`src/wbpp_pkg.sv`:
```
// Shared types and constants for the wall bounce path predictor.
// Used by wbpp_ctrl, wbpp_datapath and the top level; no dependencies.
package wbpp_pkg;

  // Coordinate and arithmetic widths
  localparam int CW    = 32;   // Q16.16 coordinate
  localparam int DW    = 33;   // coordinate difference
  localparam int SW    = 67;   // signed side value (cross product)
  localparam int MW    = 66;   // side value magnitude
  localparam int KW    = 34;   // scale factor magnitude (up to 3 * 2^32)
  localparam int OPW   = 35;   // multiplier operand
  localparam int PRW   = 70;   // multiplier product
  localparam int ACCW  = 104;  // accumulator
  localparam int DENW  = 67;   // divisor magnitude
  localparam int NW    = 100;  // dividend / quotient
  localparam int DCW   = 7;    // divider step counter
  localparam int OFFW  = 42;   // signed clamped offset
  localparam int LIMW  = 41;   // clamp magnitude
  localparam int CHW   = 33;   // multiplicand chunk
  localparam logic [LIMW-1:0] OFF_LIMIT = 41'h100_0000_0000;

  // Configuration register indexes
  localparam logic [2:0] CFG_BL_X = 3'd0;
  localparam logic [2:0] CFG_BL_Y = 3'd1;
  localparam logic [2:0] CFG_BR_X = 3'd2;
  localparam logic [2:0] CFG_BR_Y = 3'd3;
  localparam logic [2:0] CFG_LT_X = 3'd4;
  localparam logic [2:0] CFG_LT_Y = 3'd5;
  localparam logic [2:0] CFG_RT_X = 3'd6;
  localparam logic [2:0] CFG_RT_Y = 3'd7;

  // Wall code on the result port
  typedef enum logic [1:0] {
    WALL_LEFT   = 2'd0,
    WALL_RIGHT  = 2'd1,
    WALL_BOTTOM = 2'd2,
    WALL_NONE   = 2'd3
  } wall_code_e;

  // Wall under test, in test order
  typedef enum logic [1:0] {
    PROBE_LEFT,
    PROBE_BOTTOM,
    PROBE_RIGHT,
    PROBE_END
  } probe_e;

  // Coordinate sources for the difference operands
  typedef enum logic [3:0] {
    CO_ZERO,
    CO_Q1X,
    CO_Q1Y,
    CO_Q2X,
    CO_Q2Y,
    CO_W1X,
    CO_W1Y,
    CO_W2X,
    CO_W2Y
  } coord_e;

  typedef enum logic [2:0] {
    ACC_HOLD,
    ACC_LOAD,
    ACC_LOAD_HI,
    ACC_ADD,
    ACC_SUB
  } acc_op_e;

  // Cross product destinations
  typedef enum logic [2:0] {
    DST_S1,
    DST_S2,
    DST_T1,
    DST_T2,
    DST_EM
  } dst_e;

  // Scaled offset being computed
  typedef enum logic [1:0] {
    SEL_PX,
    SEL_PY,
    SEL_MX,
    SEL_MY
  } scale_e;

  typedef enum logic [3:0] {
    ST_IDLE,
    ST_PROBE,
    ST_CROSS,
    ST_TEST,
    ST_SCALE,
    ST_DIV,
    ST_EMIT,
    ST_NONE,
    ST_NEXT
  } state_e;

  // Controller to datapath
  typedef struct packed {
    logic       load_in;
    probe_e     wall;
    coord_e     ca;
    coord_e     cb;
    coord_e     cc;
    coord_e     cd;
    logic       mul_k;
    logic       num_hi;
    acc_op_e    acc_op;
    logic       store;
    dst_e       dst;
    logic       scale_setup;
    scale_e     sel;
    logic       div_start;
    logic       scale_store;
    logic       advance;
    logic       emit;
    logic       emit_none;
    wall_code_e code;
    logic [3:0] index;
    logic       last;
  } dp_cmd_t;

  // Datapath to controller
  typedef struct packed {
    logic hit;
    logic den_zero;
    logic div_done;
  } dp_status_t;

endpackage

```
`src/wbpp_ctrl.sv`:
```
// Controller of the wall bounce path predictor: sequences wall tests,
// intersection and mirror offsets, and result requests. Depends on wbpp_pkg.
module wbpp_ctrl import wbpp_pkg::*; #(
  parameter int MAX_POINTS = 11
) (
  input  logic       clk_i,
  input  logic       rst_ni,
  input  logic       start,
  output logic       busy,
  input  dp_status_t status_i,
  output dp_cmd_t    cmd_o
);

  localparam int CNTW = $clog2(MAX_POINTS + 1);

  state_e          state_q, state_d;
  logic [2:0]      step_q, step_d;
  dst_e            idx_q, idx_d;
  scale_e          sel_q, sel_d;
  probe_e          probe_q, probe_d;
  probe_e          prev_q, prev_d;
  logic [CNTW-1:0] cnt_q, cnt_d;

  always_ff @(posedge clk_i or negedge rst_ni) begin
    if (!rst_ni) begin
      state_q <= ST_IDLE;
      step_q  <= '0;
      idx_q   <= DST_S1;
      sel_q   <= SEL_PX;
      probe_q <= PROBE_LEFT;
      prev_q  <= PROBE_END;
      cnt_q   <= '0;
    end else begin
      state_q <= state_d;
      step_q  <= step_d;
      idx_q   <= idx_d;
      sel_q   <= sel_d;
      probe_q <= probe_d;
      prev_q  <= prev_d;
      cnt_q   <= cnt_d;
    end
  end

  // Operand coordinates of the two products of each cross product
  coord_e m0a, m0b, m0c, m0d, m1a, m1b, m1c, m1d;

  always_comb begin
    unique case (idx_q)
      DST_S1, DST_S2: begin
        m0a = CO_Q2X; m0b = CO_Q1X;
        m0c = (idx_q == DST_S1) ? CO_W1Y : CO_W2Y; m0d = CO_Q1Y;
        m1a = CO_Q2Y; m1b = CO_Q1Y;
        m1c = (idx_q == DST_S1) ? CO_W1X : CO_W2X; m1d = CO_Q1X;
      end
      DST_T1, DST_T2: begin
        m0a = CO_W2X; m0b = CO_W1X;
        m0c = (idx_q == DST_T1) ? CO_Q1Y : CO_Q2Y; m0d = CO_W1Y;
        m1a = CO_W2Y; m1b = CO_W1Y;
        m1c = (idx_q == DST_T1) ? CO_Q1X : CO_Q2X; m1d = CO_W1X;
      end
      default: begin
        m0a = CO_W2X; m0b = CO_W1X; m0c = CO_W2X; m0d = CO_W1X;
        m1a = CO_W2Y; m1b = CO_W1Y; m1c = CO_W2Y; m1d = CO_W1Y;
      end
    endcase
  end

  logic [CNTW:0]   cnt_inc;
  logic            at_limit;
  logic [CNTW+3:0] cnt_ext;

  assign cnt_inc  = {1'b0, cnt_q} + 1'b1;
  assign at_limit = cnt_inc >= (CNTW+1)'(MAX_POINTS);
  assign cnt_ext  = {4'b0000, cnt_q};

  // Next state and commands
  always_comb begin
    state_d = state_q;
    step_d  = step_q;
    idx_d   = idx_q;
    sel_d   = sel_q;
    probe_d = probe_q;
    prev_d  = prev_q;
    cnt_d   = cnt_q;
    cmd_o       = '0;
    cmd_o.wall  = probe_q;
    cmd_o.sel   = sel_q;
    cmd_o.dst   = idx_q;
    cmd_o.index = cnt_ext[3:0];

    unique case (state_q)
      ST_IDLE: begin
        if (start) begin
          cmd_o.load_in = 1'b1;
          probe_d = PROBE_LEFT;
          prev_d  = PROBE_END;
          cnt_d   = '0;
          state_d = ST_PROBE;
        end
      end

      // pick the next wall, skipping the one just left
      ST_PROBE: begin
        if (probe_q == PROBE_END) begin
          state_d = ST_NONE;
        end else if (probe_q == prev_q) begin
          probe_d = probe_e'(probe_q + 2'd1);
        end else begin
          idx_d   = DST_S1;
          step_d  = '0;
          state_d = ST_CROSS;
        end
      end

      // one cross product: two products, combine, store
      ST_CROSS: begin
        step_d = step_q + 3'd1;
        unique case (step_q)
          3'd0: begin
            cmd_o.ca = m0a; cmd_o.cb = m0b; cmd_o.cc = m0c; cmd_o.cd = m0d;
          end
          3'd1: begin
            cmd_o.ca = m1a; cmd_o.cb = m1b; cmd_o.cc = m1c; cmd_o.cd = m1d;
            cmd_o.acc_op = ACC_LOAD;
          end
          3'd2: begin
            cmd_o.acc_op = (idx_q == DST_EM) ? ACC_ADD : ACC_SUB;
          end
          default: begin
            cmd_o.store = 1'b1;
            step_d = '0;
            if (idx_q == DST_EM) begin
              sel_d   = SEL_MX;
              state_d = ST_SCALE;
            end else if (idx_q == DST_T2) begin
              state_d = ST_TEST;
            end else begin
              idx_d = dst_e'(idx_q + 3'd1);
            end
          end
        endcase
      end

      ST_TEST: begin
        if (!status_i.hit) begin
          probe_d = probe_e'(probe_q + 2'd1);
          state_d = ST_PROBE;
        end else if (status_i.den_zero) begin
          state_d = ST_NONE;
        end else begin
          sel_d   = SEL_PX;
          step_d  = '0;
          state_d = ST_SCALE;
        end
      end

      // scaled offset: k * |num| in two partial products, then divide
      ST_SCALE: begin
        step_d = step_q + 3'd1;
        unique case (step_q)
          3'd0: cmd_o.scale_setup = 1'b1;
          3'd1: begin
            cmd_o.mul_k  = 1'b1;
            cmd_o.num_hi = 1'b1;
          end
          3'd2: begin
            cmd_o.mul_k  = 1'b1;
            cmd_o.acc_op = ACC_LOAD_HI;
          end
          3'd3: cmd_o.acc_op = ACC_ADD;
          default: begin
            cmd_o.div_start = 1'b1;
            step_d  = '0;
            state_d = ST_DIV;
          end
        endcase
      end

      ST_DIV: begin
        if (status_i.div_done) begin
          cmd_o.scale_store = 1'b1;
          step_d = '0;
          unique case (sel_q)
            SEL_PX: begin
              sel_d   = SEL_PY;
              state_d = ST_SCALE;
            end
            SEL_PY: state_d = ST_EMIT;
            SEL_MX: begin
              sel_d   = SEL_MY;
              state_d = ST_SCALE;
            end
            default: state_d = ST_NEXT;
          endcase
        end
      end

      // contact point request
      ST_EMIT: begin
        cmd_o.emit = 1'b1;
        if (probe_q == PROBE_BOTTOM) begin
          cmd_o.code = WALL_BOTTOM;
          cmd_o.last = 1'b1;
          state_d    = ST_IDLE;
        end else begin
          cmd_o.code = (probe_q == PROBE_LEFT) ? WALL_LEFT : WALL_RIGHT;
          cmd_o.last = at_limit;
          if (at_limit) begin
            state_d = ST_IDLE;
          end else begin
            cnt_d   = cnt_inc[CNTW-1:0];
            idx_d   = DST_EM;
            step_d  = '0;
            state_d = ST_CROSS;
          end
        end
      end

      // new segment: mirrored start to contact point
      ST_NEXT: begin
        cmd_o.advance = 1'b1;
        prev_d  = probe_q;
        probe_d = PROBE_LEFT;
        state_d = ST_PROBE;
      end

      ST_NONE: begin
        cmd_o.emit_none = 1'b1;
        cmd_o.code      = WALL_NONE;
        cmd_o.last      = 1'b1;
        state_d         = ST_IDLE;
      end

      default: state_d = ST_IDLE;
    endcase
  end

  assign busy = (state_q != ST_IDLE);

  // Checks
  a_cnt_range: assert property (@(posedge clk_i) disable iff (!rst_ni)
    cnt_q < CNTW'(MAX_POINTS))
    else $error("point count beyond limit");

  a_cmd_excl: assert property (@(posedge clk_i) disable iff (!rst_ni)
    $onehot0({cmd_o.emit, cmd_o.emit_none, cmd_o.load_in, cmd_o.advance}))
    else $error("conflicting segment commands");

  a_div_wait: assert property (@(posedge clk_i) disable iff (!rst_ni)
    (state_q == ST_DIV && !status_i.div_done) |=> state_q == ST_DIV)
    else $error("left divide wait early");

endmodule
```
`config.mk`:
```
export PLATFORM = sky130hd
export DESIGN_NAME = wbpp_ctrl
export DESIGN_NICKNAME = d
export VERILOG_FILES = /design/src/wbpp_pkg.sv /design/src/wbpp_ctrl.sv
export SDC_FILE = /design/constraint.sdc
export NUM_CORES = 1
export LEC_CHECK = 0
export BUFFER_PORTS_ARGS = -buffer_cell sky130_fd_sc_hd__buf_2
export CORE_UTILIZATION = 55
export CTS_BUF_LIST = sky130_fd_sc_hd__clkbuf_4
export DETAILED_ROUTE_END_ITERATION = 6
export HOLD_SLACK_MARGIN = 0.1
export PLACE_DENSITY = 0.81
export SETUP_SLACK_MARGIN = 0.4
export SLEW_MARGIN = 30
export SYNTH_ARGS = -nofsm -noshare
export SYNTH_HDL_FRONTEND = slang
export SYNTH_SLANG_ARGS = --single-unit
```
`constraint.sdc`:
```
create_clock -name clk_i -period 2.4 [get_ports clk_i]
set_input_delay 0.48 -clock clk_i [delete_from_list [all_inputs] [get_ports clk_i]]
set_output_delay 0.48 -clock clk_i [all_outputs]
set_load 0.05 [all_outputs]
```
==> key figures, run 1 <==
Synthesis
  – Seq cells post-synth: 20
  – Post-synth top flop: dfrtp_1
  – Synth Area in Compound Gates: 0.246
  – Post-Synth Adder-Cell Area: 0.0907
  – Seq/Total Area, Yosys: 0.261
  – Mux contribution to synthesized area: 0.0506
  – Post-Synthesis Cell Area: 1930 µm²
  – Post-Synth Simple-Gate Area: 0.257
  – Largest family of logic cells by synthesized area: simple AND/OR/NAND/NOR gates
  – Cells after synthesis: 240
  – Post-synthesis xor/xnor area fraction: 0.00907
  – Synth unique cells: 57
  – Mean area per synthesized cell: 8.04 µm²
  – Number of synthesized flops with an enable pin: 0
  – FFs w/ async S/R, synth: 1.00
  – Synth warnings: 0

CTS
  – CTS H-Tree Depth: 1
  – CTS Sinks: 20
  – CTS Buffer Depth: 2
  – Root buffer cell: clkbuf_4
  – CTS Buf Count: 3
  – Hold-fix buffers, CTS: 0

Placement
  – Hpwl dp: 3.69 mm
  – I/O Buffers: 47
  – RePlAce Congestion: 0.894

Status
  – Status: stopped before the end
  – Last stage the flow got to: global routing
  – Halt Reason: [ERROR DPL-0038] Utilization greater than 100%, impossible to legalize

Floorplanning
  – Die X: 61.2 µm
  – Initial Util: 0.579
  – IO Pins: 50
  – DIE HEIGHT: 61.2 µm
  – Number of cell rows: 21

GRT
  – Largest net degree at the start of global routing: 21

STA
  – Crit. endpoint post-GRT repair: cmd_o[0]
  – Kind of the worst endpoint: top-level output
## timing repair
item | 4_1_cts
pin swaps | 30
gates resized for setup | 124
endpoints found under the setup margin | 37
buffers inserted | 46
## cells in the mapped netlist (all sizes together) (2+ instances only)
| cell | n | area [µm²] |
|---|---|---|
| o21ai | 16 | 80.1 |
| a31oi | 5 | 31.3 |
| and2 | 6 | 37.5 |
| and3 | 7 | 43.8 |
| nor3 | 7 | 45.0 |
| nor2 | 21 | 78.8 |
| o21bai | 4 | 30.0 |
| or2 | 3 | 18.8 |
| a21o | 2 | 15.0 |
| buf | 11 | 77.6 |
| o31ai | 2 | 15.0 |
| mux2i | 6 | 60.1 |
| o211ai | 2 | 15.0 |
| mux2 | 3 | 37.5 |
| nor2b | 8 | 60.1 |
| nand3 | 8 | 40.0 |
| or3 | 2 | 17.5 |
| nand2 | 17 | 63.8 |
| o21a | 3 | 22.5 |
| a22o | 3 | 28.8 |
| nand2b | 7 | 46.3 |
| o21ba | 3 | 30.0 |
| ha | 14 | 175 |
| dfrtp | 18 | 450 |
| clkbuf | 5 | 18.8 |
| a21oi | 17 | 85.1 |
| inv | 18 | 67.6 |
| xnor2 | 2 | 17.5 |
| dfstp | 2 | 52.6 |
## logic make-up after synthesis
family / count (synthesis)
AO/OA/AOI/OAI: 69
XOR/XNOR: 2
multiplexers: 9
AND/OR/NAND/NOR: 91
adder cells (fa/ha/maj): 14
flip-flops: 20
buffers and inverters: 34
other: 1
## stage by stage
step	worst slack (ns)	utilization	hold slack, ns	cells	area [µm²]
2_1_floorplan	0.290	-	0.184	241	2230
3_3_place_gp	0.272	0.740	0.461	327	2470
3_5_place_dp	0.243	0.740	0.465	327	2470
4_1_cts	0.0594	0.977	0.121	377	3260
==> run 2, diff against run 1 <==
Settings changed: CORE_UTILIZATION 55 to 40, CTS_BUF_LIST sky130_fd_sc_hd__clkbuf_4 to default, HOLD_SLACK_MARGIN 0.1 to default, PLACE_DENSITY 0.81 to default, PLACE_DENSITY_LB_ADDON from default to 0.15, SETUP_SLACK_MARGIN 0.4 to default.
==> run 2 against run 1 <==
Effect of this change:
- the run now ends clean
- synthesized cell count unchanged
- area after synthesis unchanged
==> key figures, run 2 <==
CTS
  – CTS Buffer Depth: 2
  – CTS Buf Count: 3
  – TritonCTS clock tree: built
  – Hold-fix buffers, CTS: 0
  – Worst-path clk slew: 0.08 ns
  – CTS Sinks: 20
  – Worst-skew pair later-pin latency: 0.27 ns
  – CTS H-Tree Depth: 1
  – Root buffer cell: clkbuf_8

Synthesis
  – Synth warnings: 0
  – Number of synthesized flops with an enable pin: 0
  – Synth unique cells: 57
  – Post-synth top flop: dfrtp_1
  – Cells after synthesis: 240
  – Mean area per synthesized cell: 8.04 µm²
  – Post-Synthesis Cell Area: 1930 µm²
  – Seq/Total Area, Yosys: 0.261
  – Synth top cells by count: nor2_1, dfrtp_1, inv_1
  – Post-synth top area cell: dfrtp_1
  – Post-synth top area share: 0.233
  – Seq cells post-synth: 20
  – Top-count cell post-synth: nor2_1
  – FFs w/ async S/R, synth: 1.00
  – Synth top area cells: dfrtp_1, ha_1, a21oi_1

Min path
  – Hold WC Path Type: in2async

Critical path
  – Flop-to-flop setup slack: 0.22 ns
  – RR Startpoint: step_q[1]$_DFFE_PN0P_
  – Kind of critical path: reg2out
  – Crit path DAT: 1.89 ns
  – Max stage delay cell, worst path: dfrtp_2
  – Most frequent CP cell: or2_4
  – Cells on worst reg2reg path: 7
  – Worst reg2reg endpoint: state_q[1]$_DFFE_PN0P_
  – Worst-path cell chain: ha_4 -> or2_4 -> a211oi_4 -> nor3_4 -> or2_4 -> buf_8
  – Startpoint types: flop
  – CP endpoint kind: output pin
  – Crit path largest cell delay: 0.46 ns
  – Critical Path RT: 1.92 ns
  – CP delay by family, top: simple AND/OR/NAND/NOR gates
  – WP buf/inv: 1
  – Critical Path Fanout Max: 5

Pwr
  – Sequential Power Share: 0.183
  – Sw Share: 0.568
  – Gate power share: 0.745
  – Leakage: 0.00120 µW
  – Clk network pwr share: 0.071
  – Power density over cell area: 1410 nW/µm²
  – Peak supply drop: 645 µV
  – Psw: 1920 µW
  – Int Pwr: 1460 µW

GRT
  – Total congestion overflow: 0
  – First-pass GRT wire length: 8.05 mm
  – GRT Overall Usage: 0.199
  – Vias in the first global route: 1710
  – Initial antenna violation count: 0
  – Largest net degree at the start of global routing: 21

Floorplanning
  – DIE HEIGHT: 71.5 µm
  – Number of cell rows: 24
  – Die footprint: 5110 µm²
  – Die X: 71.5 µm
  – Initial Util: 0.429
  – IO Pins: 50
  – Core ar.: 4500 µm²

Finish
  – Most frequent cells in the layout: buf_2, inv_1, nand2_1, nor2_1
  – Layout cells sized above 1: 0.346
  – Post-layout util: 0.531
  – Ant diodes: 0
  – Number of fill cells in the layout: 439
  – Non-Filler Instances: 341
  – Most common cell after layout, fill and taps aside: buf_2
  – Synthesis-to-layout area growth: 23.8%
  – Largest registers: cnt_q (4), state_q (4)
  – Final layout net count: 310
  – Sequential cell area: 507 µm²
  – Area of the multi-input gates: 1340 µm²
  – Final instance area: 2390 µm²

STA
  – TNS Setup: 0 ns
  – Fin. Hold Viols: 0
  – Period utilization: 0.989
  – Fmax: 421 MHz
  – Max-slew violations: 0
  – Clock skew: 0.00994 ns
  – Fin crit period: 2.37 ns
  – Final setup viols: 0
  – RSZ-0062 raised after global routing: true
  – Setup ws final: 0.0263 ns

Placement
  – I/O Buffers: 47
  – Post-DP Area: 2240 µm²
  – RePlAce Congestion: 0.806
  – Post-Place Setup Slack: 0.172 ns
  – Placed Cells: 335
  – Hpwl dp: 3.78 mm

Detailed routing
  – DR vias: 1840
  – Antenna Nets Post-Route: 0
  – Post-Route WL: 4.96 mm
  – First-pass iteration count of the detailed router: 4
  – Vias/cell: 5.40
  – Detailed Route Iter0 Violations: 70
  – Avg WL per Cell: 14.6 µm
  – DRC: 0

Job
  – # Max-Cap Violations: 0

Status
  – Status: complete, no violations
## run 2: cell counts after synthesis
No cell type changed its count.
## run 2: layer usage
layer | global-route usage | share of wire | routed length, µm | vias up
li1 | - | - | - | 934
met5 | 0 | 0 | 0 | -
met3 | 0.0380 | 0.045 | 225 | 7
met1 | 0.288 | 0.51 | 2530 | 843
met2 | 0.312 | 0.44 | 2160 | 56
met4 | 0.0370 | 0.0079 | 39 | 0
## run 2: worst max path at each step
| stage | cells after the start | endpoint | startpoint | slack [ns] |
|---|---|---|---|---|
| after global routing | 6 | cmd_o[0] | cnt_q[1]$_DFFE_PN0P_ | -0.04 |
| after floorplan | 6 | cmd_o[26] | state_q[3]$_DFFE_PN0P_ | -0.30 |
| after global placement | 6 | cmd_o[0] | cnt_q[0]$_DFFE_PN0P_ | 0.21 |
| final | 6 | cmd_o[0] | cnt_q[1]$_DFFE_PN0P_ | 0.03 |
| after detailed placement | 6 | cmd_o[0] | cnt_q[0]$_DFFE_PN0P_ | 0.17 |
| after CTS | 6 | cmd_o[0] | cnt_q[0]$_DFFE_PN0P_ | -0.08 |
## run 2: cell type report
cell class,count,share of cell area
sequential,20,0.212
timing repair buffer,60,0.151
tap,52,0.0272
inverter,18,0.0283
clock buffer,4,0.0188
multi-input combinational,187,0.562
## run 2: cell families after synthesis
logic type,share of synthesized area
muxes,0.0505
other,0.00194
AOI/OAI and AO/OA,0.246
DFF,0.261
adders and majority gates,0.0907
buffers and inverters,0.0849
and+or+nand+nor,0.257
xor gates and xnor gates,0.00907
## run 2: power groups by stage
stage / combinational (µW) / clock (µW) / sequential, µW
2_1_floorplan: 1720 / 0 / 783
3_3_place_gp: 2420 / 0 / 611
3_5_place_dp: 2410 / 0 / 616
4_1_cts: 2430 / 249 / 611
5_1_grt: 2720 / 261 / 642
6_report: 2520 / 241 / 619
## run 2: through the flow
| stage | hold slack, ns | total power (µW) |
|---|---|---|
| 2_1_floorplan | 0.184 | 2500 |
| 3_3_place_gp | 0.475 | 3030 |
| 3_5_place_dp | 0.478 | 3030 |
| 4_1_cts | 0.181 | 3290 |
| 5_1_grt | 0.187 | 3620 |
| 6_report | 0.163 | 3380 |
## run 2: timing repair
action / CTS / global route
endpoints found under the setup margin: 7 / 12
gates resized for setup: 4 / 24
gates cloned: 0 / 0
pin swaps: 1 / 3
buffers inserted: 0 / 2
No activity file was read; power rests on OpenSTA's default activity.
==> run 3, diff against run 2 <==
Clock period 2.4 ns to 2.3 ns, I/O delays scaled along.
==> run 3 against run 2 <==
Effect of this change:
- clock power grew 2%
- non-clock buffer count increased by 4
- clock skew fell by 0.0078 ns
- core utilization is 0.97 points higher
- first-iteration DRC count increased by 34%
- wire length rose by 2.1%
- sequential share of layout area is 0.33 points lower
- setup slack gained 0.0048 ns
- total power rose by 5.7%
- die area unchanged
- flip-flop and latch count unchanged
- cell count up 1.2%
==> key figures, run 3 (same netlist as run 2, synthesis figures left out) <==
Status
  – Status: complete, no violations

CTS
  – Hold-fix buffers, CTS: 0
  – Worst-skew pair later-pin latency: 0.26 ns
  – CTS H-Tree Depth: 1
  – CTS Sinks: 20
  – Root buffer cell: clkbuf_8
  – TritonCTS clock tree: built
  – Worst-path clk slew: 0.08 ns
  – CTS Buffer Depth: 2
  – CTS Buf Count: 3

Floorplanning
  – Initial Util: 0.429
  – IO Pins: 50
  – Core ar.: 4500 µm²
  – Die footprint: 5110 µm²
  – Number of cell rows: 24
  – DIE HEIGHT: 71.5 µm
  – Die X: 71.5 µm

Pwr
  – Sequential Power Share: 0.174
  – Power, Total: 3570 µW
  – Sw Share: 0.563
  – Int Pwr: 1560 µW
  – Peak supply drop: 522 µV
  – Psw: 2010 µW
  – Gate power share: 0.756
  – Leakage: 0.00121 µW
  – Clk network pwr share: 0.069
  – Power density over cell area: 1470 nW/µm²

STA
  – Fin crit period: 2.27 ns
  – Clock skew: 0.00210 ns
  – Setup ws final: 0.0312 ns
  – Fmax: 441 MHz
  – RSZ-0062 raised after global routing: true
  – Period utilization: 0.986
  – Max-slew violations: 0
  – Final setup viols: 0
  – Fin. Hold Viols: 0

Critical path
  – Critical Path RT: 1.84 ns
  – Worst-path cell chain: inv_2 -> ha_1 -> nor2_1 -> a211oi_2 -> nor3_2 -> or2_4 -> buf_8
  – Critical Path Fanout Max: 4
  – Kind of critical path: reg2out
  – Crit path DAT: 1.81 ns
  – CP endpoint kind: output pin
  – WP buf/inv: 2
  – CP delay by family, top: flip-flops
  – Crit path largest cell delay: 0.42 ns
  – Max stage delay cell, worst path: dfrtp_2
  – Startpoint types: flop

Finish
  – Area of the multi-input gates: 1350 µm²
  – Most common cell after layout, fill and taps aside: buf_2
  – Final layout net count: 314
  – Largest registers: cnt_q (4), state_q (4)
  – Ant diodes: 0
  – Synthesis-to-layout area growth: 26.1%
  – Most frequent cells in the layout: buf_2, buf_4, inv_1, nand2_1
  – Post-layout util: 0.540
  – Final instance area: 2430 µm²
  – Non-Filler Instances: 345
  – Layout cells sized above 1: 0.375
  – Number of fill cells in the layout: 442
  – Sequential cell area: 508 µm²

Detailed routing
  – Detailed Route Iter0 Violations: 94
  – Post-Route WL: 5.07 mm
  – Avg WL per Cell: 14.7 µm
  – Antenna Nets Post-Route: 0
  – Vias/cell: 5.50
  – First-pass iteration count of the detailed router: 4
  – DR vias: 1896
  – DRC: 0

Placement
  – Hpwl dp: 3.87 mm
  – Post-DP Area: 2280 µm²
  – I/O Buffers: 47
  – Placed Cells: 338
  – RePlAce Congestion: 0.815
  – Post-Place Setup Slack: 0.0825 ns

GRT
  – Total congestion overflow: 0
  – Largest net degree at the start of global routing: 21
  – GRT Overall Usage: 0.205
  – Initial antenna violation count: 0
  – First-pass GRT wire length: 8.26 mm
  – Vias in the first global route: 1745

Job
  – # Max-Cap Violations: 0

Min path
  – Hold WC Path Type: in2async
run 3: layout make-up:
type,instances,share of cell area
clock buffers,4,0.0185
inverters,18,0.0278
multi-input cells,187,0.556
flip-flops and latches,20,0.209
well taps,52,0.0267
repair buffers,64,0.162
run 3: timing repair:
action	CTS	global route
pin swaps	2	0
setup buffers	2	1
gates resized for setup	13	15
setup endpoints to repair	11	14
run 3: final timing paths:
| kind | start | to | slack, ns | depth (start not counted) |
|---|---|---|---|---|
| setup / recovery | cnt_q[0]$_DFFE_PN0P_ | cmd_o[0] | 0.03 | 7 |
| hold / removal | rst_ni | cnt_q[2]$_DFFE_PN0P_ | 0.14 | 1 |
| setup reg to reg | probe_q[0]$_DFFE_PN0P_ | step_q[0]$_DFFE_PN0P_ | 0.19 | 6 |
| hold reg to reg | prev_q[0]$_DFFE_PN1P_ | prev_q[0]$_DFFE_PN1P_ | 0.51 | 2 |
| max in group asynchronous | rst_ni | state_q[0]$_DFFE_PN0P_ | 1.80 | 1 |
| min in group clk_i | prev_q[0]$_DFFE_PN1P_ | prev_q[0]$_DFFE_PN1P_ | 0.51 | 2 |
run 3: metrics by stage:
step / TNS [ns] / hold slack, ns
floorplan: -1.57 / 0.164
global placement: 0 / 0.449
detailed placement: 0 / 0.448
CTS: 0 / 0.156
global route: -0.0948 / 0.184
finish: 0 / 0.142
run 3: metal layers:
layer,wire length (µm),vias up,track usage
met5,0,-,0
met4,45,0,0.0479
met3,213,6,0.0323
met2,2330,46,0.313
met1,2480,902,0.303
li1,-,942,-
run 3: power by group through the flow:
stage / Sequential (µW) / Combinational (µW) / Clock, µW
2_1_floorplan: 820 / 1820 / 0
3_3_place_gp: 616 / 2600 / 0
3_5_place_dp: 621 / 2590 / 0
4_1_cts: 618 / 2650 / 256
5_1_grt: 646 / 2930 / 268
6_report: 623 / 2700 / 247
